--- config.mk ---
export PLATFORM = sky130hd
export DESIGN_NAME = huffman_code_builder_top
export DESIGN_NICKNAME = d
export VERILOG_FILES = /design/src/sv/hcb_pkg.sv /design/src/sv/huffman_code_builder_top.sv /design/src/sv/hcb_datapath.sv /design/src/sv/hcb_ctrl.sv
export SDC_FILE = /design/constraint.sdc
export NUM_CORES = 2
export LEC_CHECK = 0
export BUFFER_PORTS_ARGS = -buffer_cell sky130_fd_sc_hd__buf_4
export CELL_PAD_IN_SITES_DETAIL_PLACEMENT = 2
export CELL_PAD_IN_SITES_GLOBAL_PLACEMENT = 2
export CORE_UTILIZATION = 34
export CTS_CLUSTER_DIAMETER = 120
export CTS_CLUSTER_SIZE = 16
export DETAILED_ROUTE_END_ITERATION = 8
export PLACE_DENSITY = 0.68
export SETUP_SLACK_MARGIN = 0.15
export SYNTH_ARGS = -nofsm -noshare
export SYNTH_HDL_FRONTEND = slang
export SYNTH_HIERARCHICAL = 1
export SYNTH_SLANG_ARGS = --single-unit
--- constraint.sdc ---
create_clock -name clk -period 10.4 [get_ports clk]
set_input_delay 2.08 -clock clk [delete_from_list [all_inputs] [get_ports clk]]
set_output_delay 2.08 -clock clk [all_outputs]
set_load 0.02 [all_outputs]
--- src/sv/hcb_pkg.sv ---
// Shared types and constants for the Huffman code builder.
package hcb_pkg;
  localparam int FREQ_W = 16;
  localparam int WEIGHT_W = 20;
  localparam int SYM_W = 4;
  localparam int CODE_W = 15;
  localparam int LEN_W = 4;
  localparam int ID_W = 5;

  typedef struct packed {
    logic load;
    logic init;
    logic scan_start;
    logic scan_step;
    logic merge;
    logic walk_start;
    logic walk_step;
    logic emit_start;
    logic emit_next;
  } hcb_cmd_t;

  typedef struct packed {
    logic scan_done;
    logic build_done;
    logic walk_done;
    logic emit_last;
  } hcb_sts_t;
endpackage

--- src/sv/huffman_code_builder_top.sv ---
// Huffman code builder: frequencies in, one code word per symbol out.
// Usage:
//   Input channel: in_valid/in_ready with in_frequency, one beat per symbol
//   in symbol order. After NumSymbols beats the tree is built and the
//   block emits NumSymbols result beats on out_valid/out_ready, in symbol
//   order, last_code marking the final one.
//   in_ready stays high while a run is loaded. Building runs one scan of
//   the active list per merge, then the tree walk, one merged node per
//   cycle. Results then leave at one per cycle while out_ready is high.
//   in_ready is low while a run is built and emitted; a stalled receiver
//   simply holds the current result. Synchronous active-low reset drops
//   any partly loaded run.
module huffman_code_builder_top import hcb_pkg::*; #(
  parameter int NumSymbols = 6
) (
  input  logic              clk,
  input  logic              rst_n,
  input  logic              in_valid,
  output logic              in_ready,
  input  logic [FREQ_W-1:0] in_frequency,
  output logic              out_valid,
  input  logic              out_ready,
  output logic [SYM_W-1:0]  out_symbol_index,
  output logic [CODE_W-1:0] out_code_bits,
  output logic [LEN_W-1:0]  out_code_length,
  output logic              out_last_code
);
  hcb_cmd_t cmd;
  hcb_sts_t sts;
  logic [SYM_W-1:0] load_idx;

  hcb_ctrl #(.NumSymbols(NumSymbols)) u_ctrl (
    .clk, .rst_n, .in_valid, .in_ready, .out_valid, .out_ready,
    .load_idx, .cmd, .sts
  );

  hcb_datapath #(.NumSymbols(NumSymbols)) u_dp (
    .clk, .cmd, .sts, .load_freq(in_frequency), .load_idx,
    .sym_idx(out_symbol_index), .sym_bits(out_code_bits), .sym_len(out_code_length)
  );

  assign out_last_code = sts.emit_last;

`ifndef SYNTH
  a_no_overlap: assert property (@(posedge clk) disable iff (!rst_n)
    !(in_ready && out_valid)) else $error("in and out both open");
  a_stall_hold: assert property (@(posedge clk) disable iff (!rst_n)
    out_valid && !out_ready |=> $stable(out_symbol_index))
    else $error("result moved under stall");
`endif
endmodule

--- src/sv/hcb_datapath.sv ---
// Datapath: node storage, min-two scan, merge, code walk, emit.
module hcb_datapath import hcb_pkg::*; #(
  parameter int NumSymbols = 6
) (
  input  logic               clk,
  input  hcb_cmd_t           cmd,
  output hcb_sts_t           sts,
  input  logic [FREQ_W-1:0]  load_freq,
  input  logic [SYM_W-1:0]   load_idx,
  output logic [SYM_W-1:0]   sym_idx,
  output logic [CODE_W-1:0]  sym_bits,
  output logic [LEN_W-1:0]   sym_len
);
  localparam int NodeCount = 2 * NumSymbols - 1;
  localparam int MergeCount = NumSymbols - 1;
  localparam int AW = $clog2(NumSymbols + 1);
  localparam int NW = $clog2(NodeCount);
  localparam int MW = $clog2(MergeCount + 1);

  logic [WEIGHT_W-1:0] weight_r [NodeCount];
  logic [ID_W-1:0]     zc_r [MergeCount];
  logic [ID_W-1:0]     oc_r [MergeCount];
  logic [ID_W-1:0]     act_r [NumSymbols];
  logic [AW-1:0]       cnt_r;
  logic [AW-1:0]       pos_r;
  logic [AW-1:0]       p0_r, p1_r;
  logic [ID_W-1:0]     m_r;
  logic [CODE_W-1:0]   pbits_r [NodeCount];
  logic [LEN_W-1:0]    plen_r [NodeCount];
  logic [ID_W-1:0]     wm_r;
  logic [SYM_W-1:0]    emit_r;

  logic [WEIGHT_W-1:0] wt, w0, w1;
  logic [ID_W-1:0]     fresh, par;
  logic [CODE_W-1:0]   pb;
  logic [LEN_W-1:0]    pl;

  assign wt = weight_r[act_r[pos_r[$clog2(NumSymbols)-1:0]][NW-1:0]];
  assign w0 = weight_r[act_r[p0_r[$clog2(NumSymbols)-1:0]][NW-1:0]];
  assign w1 = weight_r[act_r[p1_r[$clog2(NumSymbols)-1:0]][NW-1:0]];
  assign fresh = ID_W'(NumSymbols) + m_r;
  assign par = ID_W'(NumSymbols) + wm_r;
  assign pb = pbits_r[par[NW-1:0]];
  assign pl = plen_r[par[NW-1:0]];

  assign sts.scan_done = (pos_r >= cnt_r);
  assign sts.build_done = (m_r == ID_W'(MergeCount));
  assign sts.walk_done = (wm_r == '0);
  assign sts.emit_last = (emit_r == SYM_W'(NumSymbols - 1));
  assign sym_idx = emit_r;
  assign sym_bits = pbits_r[emit_r];
  assign sym_len = plen_r[emit_r];

  always_ff @(posedge clk) begin
    if (cmd.load) begin
      weight_r[load_idx] <= WEIGHT_W'(load_freq);
    end
    if (cmd.init) begin
      for (int i = 0; i < NumSymbols; i++) act_r[i] <= ID_W'(i);
      cnt_r <= AW'(NumSymbols);
      m_r <= '0;
    end
    if (cmd.scan_start) begin
      if (weight_r[act_r[1][NW-1:0]] < weight_r[act_r[0][NW-1:0]]) begin
        p0_r <= AW'(1);
        p1_r <= '0;
      end else begin
        p0_r <= '0;
        p1_r <= AW'(1);
      end
      pos_r <= AW'(2);
    end
    if (cmd.scan_step) begin
      if (wt < w0) begin
        p1_r <= p0_r;
        p0_r <= pos_r;
      end else if (wt < w1) begin
        p1_r <= pos_r;
      end
      pos_r <= pos_r + 1'b1;
    end
    if (cmd.merge) begin
      zc_r[m_r[MW-1:0]] <= act_r[p0_r[$clog2(NumSymbols)-1:0]];
      oc_r[m_r[MW-1:0]] <= act_r[p1_r[$clog2(NumSymbols)-1:0]];
      weight_r[fresh[NW-1:0]] <= w0 + w1;
      for (int i = 0; i < NumSymbols; i++) begin
        if (AW'(i) < cnt_r - 2'd2) begin
          if (AW'(i) < ((p0_r < p1_r) ? p0_r : p1_r)) act_r[i] <= act_r[i];
          else if (AW'(i) + 1'b1 < ((p0_r > p1_r) ? p0_r : p1_r))
            act_r[i] <= act_r[(i + 1) % NumSymbols];
          else act_r[i] <= act_r[(i + 2) % NumSymbols];
        end else if (AW'(i) == cnt_r - 2'd2) begin
          act_r[i] <= fresh;
        end
      end
      cnt_r <= cnt_r - 1'b1;
      m_r <= m_r + 1'b1;
    end
    if (cmd.walk_start) begin
      pbits_r[NodeCount-1] <= '0;
      plen_r[NodeCount-1] <= '0;
      wm_r <= ID_W'(MergeCount - 1);
    end
    if (cmd.walk_step) begin
      pbits_r[zc_r[wm_r[MW-1:0]][NW-1:0]] <= {pb[CODE_W-2:0], 1'b0};
      plen_r[zc_r[wm_r[MW-1:0]][NW-1:0]] <= pl + 1'b1;
      pbits_r[oc_r[wm_r[MW-1:0]][NW-1:0]] <= {pb[CODE_W-2:0], 1'b1};
      plen_r[oc_r[wm_r[MW-1:0]][NW-1:0]] <= pl + 1'b1;
      wm_r <= wm_r - 1'b1;
    end
    if (cmd.emit_start) emit_r <= '0;
    if (cmd.emit_next) emit_r <= emit_r + 1'b1;
  end
endmodule

--- src/sv/hcb_ctrl.sv ---
// Controller: load, build, walk and emit sequencing.
module hcb_ctrl import hcb_pkg::*; #(
  parameter int NumSymbols = 6
) (
  input  logic             clk,
  input  logic             rst_n,
  input  logic             in_valid,
  output logic             in_ready,
  output logic             out_valid,
  input  logic             out_ready,
  output logic [SYM_W-1:0] load_idx,
  output hcb_cmd_t         cmd,
  input  hcb_sts_t         sts
);
  localparam logic [2:0] S_LOAD = 3'd0;
  localparam logic [2:0] S_INIT = 3'd1;
  localparam logic [2:0] S_SCAN = 3'd2;
  localparam logic [2:0] S_MERGE = 3'd3;
  localparam logic [2:0] S_WALK0 = 3'd4;
  localparam logic [2:0] S_WALK = 3'd5;
  localparam logic [2:0] S_EMIT = 3'd6;

  logic [2:0] state_r, state_nxt;
  logic [SYM_W:0] cnt_r, cnt_nxt;
  logic in_acc, out_acc;

  assign in_ready = (state_r == S_LOAD);
  assign out_valid = (state_r == S_EMIT);
  assign in_acc = in_valid && in_ready;
  assign out_acc = out_valid && out_ready;
  assign load_idx = cnt_r[SYM_W-1:0];

  always_comb begin
    state_nxt = state_r;
    cnt_nxt = cnt_r;
    cmd = '0;
    unique case (state_r)
      S_LOAD: begin
        if (in_acc) begin
          cmd.load = 1'b1;
          cnt_nxt = cnt_r + 1'b1;
          if (cnt_r == (SYM_W+1)'(NumSymbols - 1)) begin
            cnt_nxt = '0;
            state_nxt = S_INIT;
          end
        end
      end
      S_INIT: begin
        cmd.init = 1'b1;
        state_nxt = S_MERGE;
      end
      S_MERGE: begin
        if (sts.build_done) begin
          state_nxt = S_WALK0;
        end else begin
          cmd.scan_start = 1'b1;
          state_nxt = S_SCAN;
        end
      end
      S_SCAN: begin
        if (sts.scan_done) begin
          cmd.merge = 1'b1;
          state_nxt = S_MERGE;
        end else begin
          cmd.scan_step = 1'b1;
        end
      end
      S_WALK0: begin
        cmd.walk_start = 1'b1;
        state_nxt = S_WALK;
      end
      S_WALK: begin
        cmd.walk_step = 1'b1;
        if (sts.walk_done) begin
          cmd.emit_start = 1'b1;
          state_nxt = S_EMIT;
        end
      end
      S_EMIT: begin
        if (out_acc) begin
          cmd.emit_next = 1'b1;
          if (sts.emit_last) state_nxt = S_LOAD;
        end
      end
      default: state_nxt = S_LOAD;
    endcase
  end

  always_ff @(posedge clk) begin
    if (!rst_n) begin
      state_r <= S_LOAD;
      cnt_r <= '0;
    end else begin
      state_r <= state_nxt;
      cnt_r <= cnt_nxt;
    end
  end
endmodule

==> reports/results.ini <==
[sta]
rsz0062_at_grt=no
setup_tns_ns=0
maxSlewViolCount=0
max_freq_ghz=0.134
max_slew_margin_pct=20.0
fin_skew_ns=0.0321
worst_pin_slew_ns=1.19
whs_ns=0.483
min_period_ns=7.44
finalSetupViolCount=0
final_hold_viol_count=0
period_share_pct=71.5

[yosys]
syn_nets=3784
synth_seq_cells=537
synth_top_family_by_area=multiplexers
synth_edf_count=502
syn_area_um2=37100
async_reset_ff_share_pct=0
synth.area.top_cells=edfxtp_1, mux4_2, nand2_1, mux2i_1, mux2_2
seq_area_frac_synth_pct=42.5
synthAdderAreaFrac_pct=3.66
synth-warning-count=6
synth-compound-area-share_pct=11.9
synthDistinctLibCells=85
synth-xor-area-share_pct=0.803
synthCells=3656
synth_top_cell_by_area=edfxtp_1
muxShareOfSynthArea_pct=20.6
synth.top_cell.area_share_pct=40.6
ys.flop_type=edfxtp_1
synth.avg_cell_area_um2=10.1
synthSimpleGateAreaFrac_pct=16.1

[place]
port_buffers=45
dp_cells=4870
place_congestion=0.871
dp_hpwl_mm=97.8
placed_cell_area_um2=38800

[floorplanning]
io_pins=46
die-area_um2=110000
die_x_um=332
die_h_um=332
fp-row-count=120
start_util_pct=34.5
core_um2=108000

[critical_path]
cp-end-kind=flop
ff2ff_setup_slack_ns=2.96
rr_endpoint=u_dp/weight_r[4][17]
path_class=flop to flop
start_kind=flop
rr_startpoint=u_dp/act_r[0][1]
cp_slowest_cell=buf_4
crit_path_frequent_cell=buf_4
cpPeakStageDelay_ns=0.74
crit_required_ns=10.76
critPathTopFamily=compound AO/OA/AOI/OAI gates
crit_path_max_fanout=59
crit_chain=buf_4 -> nor2b_1 -> a2111oi_4 -> or2_2 -> buf_4 -> inv_2 -> buf_4 -> mux2i_1 -> a311oi_1 -> a21o_1 -> ha_1 -> a21oi_1 -> o221ai_1 -> o41ai_1 -> o31ai_1 -> a221oi_1 -> a2bb2oi_1 -> nor2b_1 -> xor2_1 -> nor2_1
worstPathArrival_ns=7.80
rr_worst_depth=20
critPathBufInv=4

[power]
power_switching_uw=6900
seq_power_share_pct=21.7
p_comb_share_pct=65.6
power.density_nw_per_um2=317
peakVddDrop_uv=299
clockPowerShare_pct=12.7
p_total_uw=12700
switching_share_pct=54.3
internal-power_uw=5810
p_leak_uw=0.0148

[run]
max-cap-violations=0

[drt]
detail-route-antenna-nets=0
post_drt_wl_per_cell_um=30.3
via_count=30100
firstDrtPassIters=5
drtIter0Drc=2297
wirelength_mm=149
drc=0
avgViaCountPerCell=6.09

[layout]
final_cells=4932
fin_area_um2=40000
drive_gt1_share_pct=16.5
nets=3638
area_growth_syn_to_layout_pct=7.94
fillCellCount=11400

[global_route]
grt_max_degree=62
antenna_found_initial=2
gr-total-overflow=0
grt_pass1_vias=32300
grt_pass1_wl_mm=221
grt.total_usage_pct=26.8

[clocking]
path_clk_slew_ns=0.08
clock-sinks=537
cts_setup_buffers=0
cts_hold_buf=0
htree_num_levels=2
cts_buffers=41
clockBufferDepth=3
cts_tree=done
clock_latency_ns=0.66
root_buffer=clkbuf_16
cts_resized=0

[status]
status=complete, no violations

[min_path]
holdPathStages=2
hold_path.class=flop to flop
hold_end=u_dp/pbits_r[10][0]
holdCritStartpoint=u_dp/pbits_r[10][0]

worst max-delay path by stage:
stage | start | to | slack, ns | cells after the start
finish | u_dp/act_r[0][1] | u_dp/weight_r[4][17] | 2.96 | 20
global route | u_dp/act_r[0][1] | u_dp/weight_r[3][17] | 2.46 | 20
CTS | u_dp/act_r[0][1] | u_dp/weight_r[4][17] | 2.99 | 20
detailed placement | u_dp/act_r[0][1] | u_dp/weight_r[4][17] | 3.02 | 20
global placement | u_dp/p0_r[0] | u_dp/weight_r[9][17] | 3.19 | 18
floorplan | u_dp/p0_r[0] | u_dp/weight_r[10][17] | 5.38 | 22
flip-flops by register name, summed over array words and instances, names as in the netlist, 4 cells and up, named ones only:
register and count:
u_dp/weight_r 220, u_dp/pbits_r 165, u_dp/plen_r 44, u_dp/act_r 24
u_dp/oc_r 20, u_dp/zc_r 20, u_ctrl/cnt_r 5, u_dp/m_r 5
u_dp/wm_r 5, u_dp/sym_idx 4
cells by family after synthesis:
family | count (synthesis)
buffers and inverters | 413
multiplexers | 482
AO/OA/AOI/OAI | 700
XOR/XNOR | 34
flip-flops | 537
AND/OR/NAND/NOR | 1382
adder cells (fa/ha/maj) | 108
area by class of cell:
cell class,count,area [um^2],share of cell area (%)
tap,1403,1760,4.38
sequential,537,15800,39.4
clock inverter,9,143,0.356
multi-input combinational,2706,20000,49.8
inverter,93,353,0.881
antenna,1,2.50,0.00625
timing repair buffer,131,983,2.46
clock buffer,52,1070,2.67
metal layers:
metal | track usage [%] | share of wire, %
met1 | 34.3 | 43
met2 | 46.5 | 50
met3 | 2.52 | 3.6
met4 | 10.3 | 4.1
met5 | 0 | 0
power by group through the flow:
stage          sequential, uW  clock [uW]  combinational (uW)
2_1_floorplan            2660           0                5550
3_3_place_gp             2800           0                8170
3_5_place_dp             2800           0                8310
4_1_cts                  2750        1660                8370
5_1_grt                  2780        1720                9030
6_report                 2760        1610                8330
synthesized netlist by cell type (15+ instances only):
cell type and n:
a21o_1 32, dfxtp_1 35, nand2_1 706, a21oi_1 136, a31oi_1 59, buf_2 24, a311oi_1 40, mux4_2 210
and3_1 45, inv_1 91, xnor2_1 21, and2_1 57, o211ai_1 70, nor2_1 332, nor3_1 16, nand2b_1 17
ha_1 107, mux2i_1 147, clkbuf_1 244, o21a_1 25, nand4_1 15, buf_1 43, a211oi_1 44, nand3_1 134
mux2_2 120, o21ai_0 217, nor2b_1 19, edfxtp_1 502
metrics by stage:
stage / setup slack, ns / utilization [%]
finish: 2.96 / 37.2
global route: 2.46 / 37.2
CTS: 2.99 / 37.2
detailed placement: 3.02 / 36.1
global placement: 3.19 / 36.1
floorplan: 5.38 / -
cell usage in the layout, fill, tap and decap left out, types with 30 or more instances in the layout:
master	synthesis	final
edfxtp_1	502	502
a21oi_1	136	131
nand3_1	134	133
a211oi_1	44	44
clkbuf_16	0	41
inv_1	91	87
and2_1	57	57
a21o_1	32	30
and3_1	45	45
a311oi_1	40	40
nor2_1	332	332
a31oi_1	59	59
buf_4	8	131
o211ai_1	70	70
mux4_2	210	210
mux2i_1	147	147
dfxtp_1	35	32
nand2_1	706	694
mux2_2	120	120
ha_1	107	107
o21ai_0	217	206
worst min-delay path, stage by stage (launching register included):
cell and delay (ns):
dfxtp_1 0.33, inv_1 0.06, o22ai_1 0.05
(Power assumes the default switching activity.)
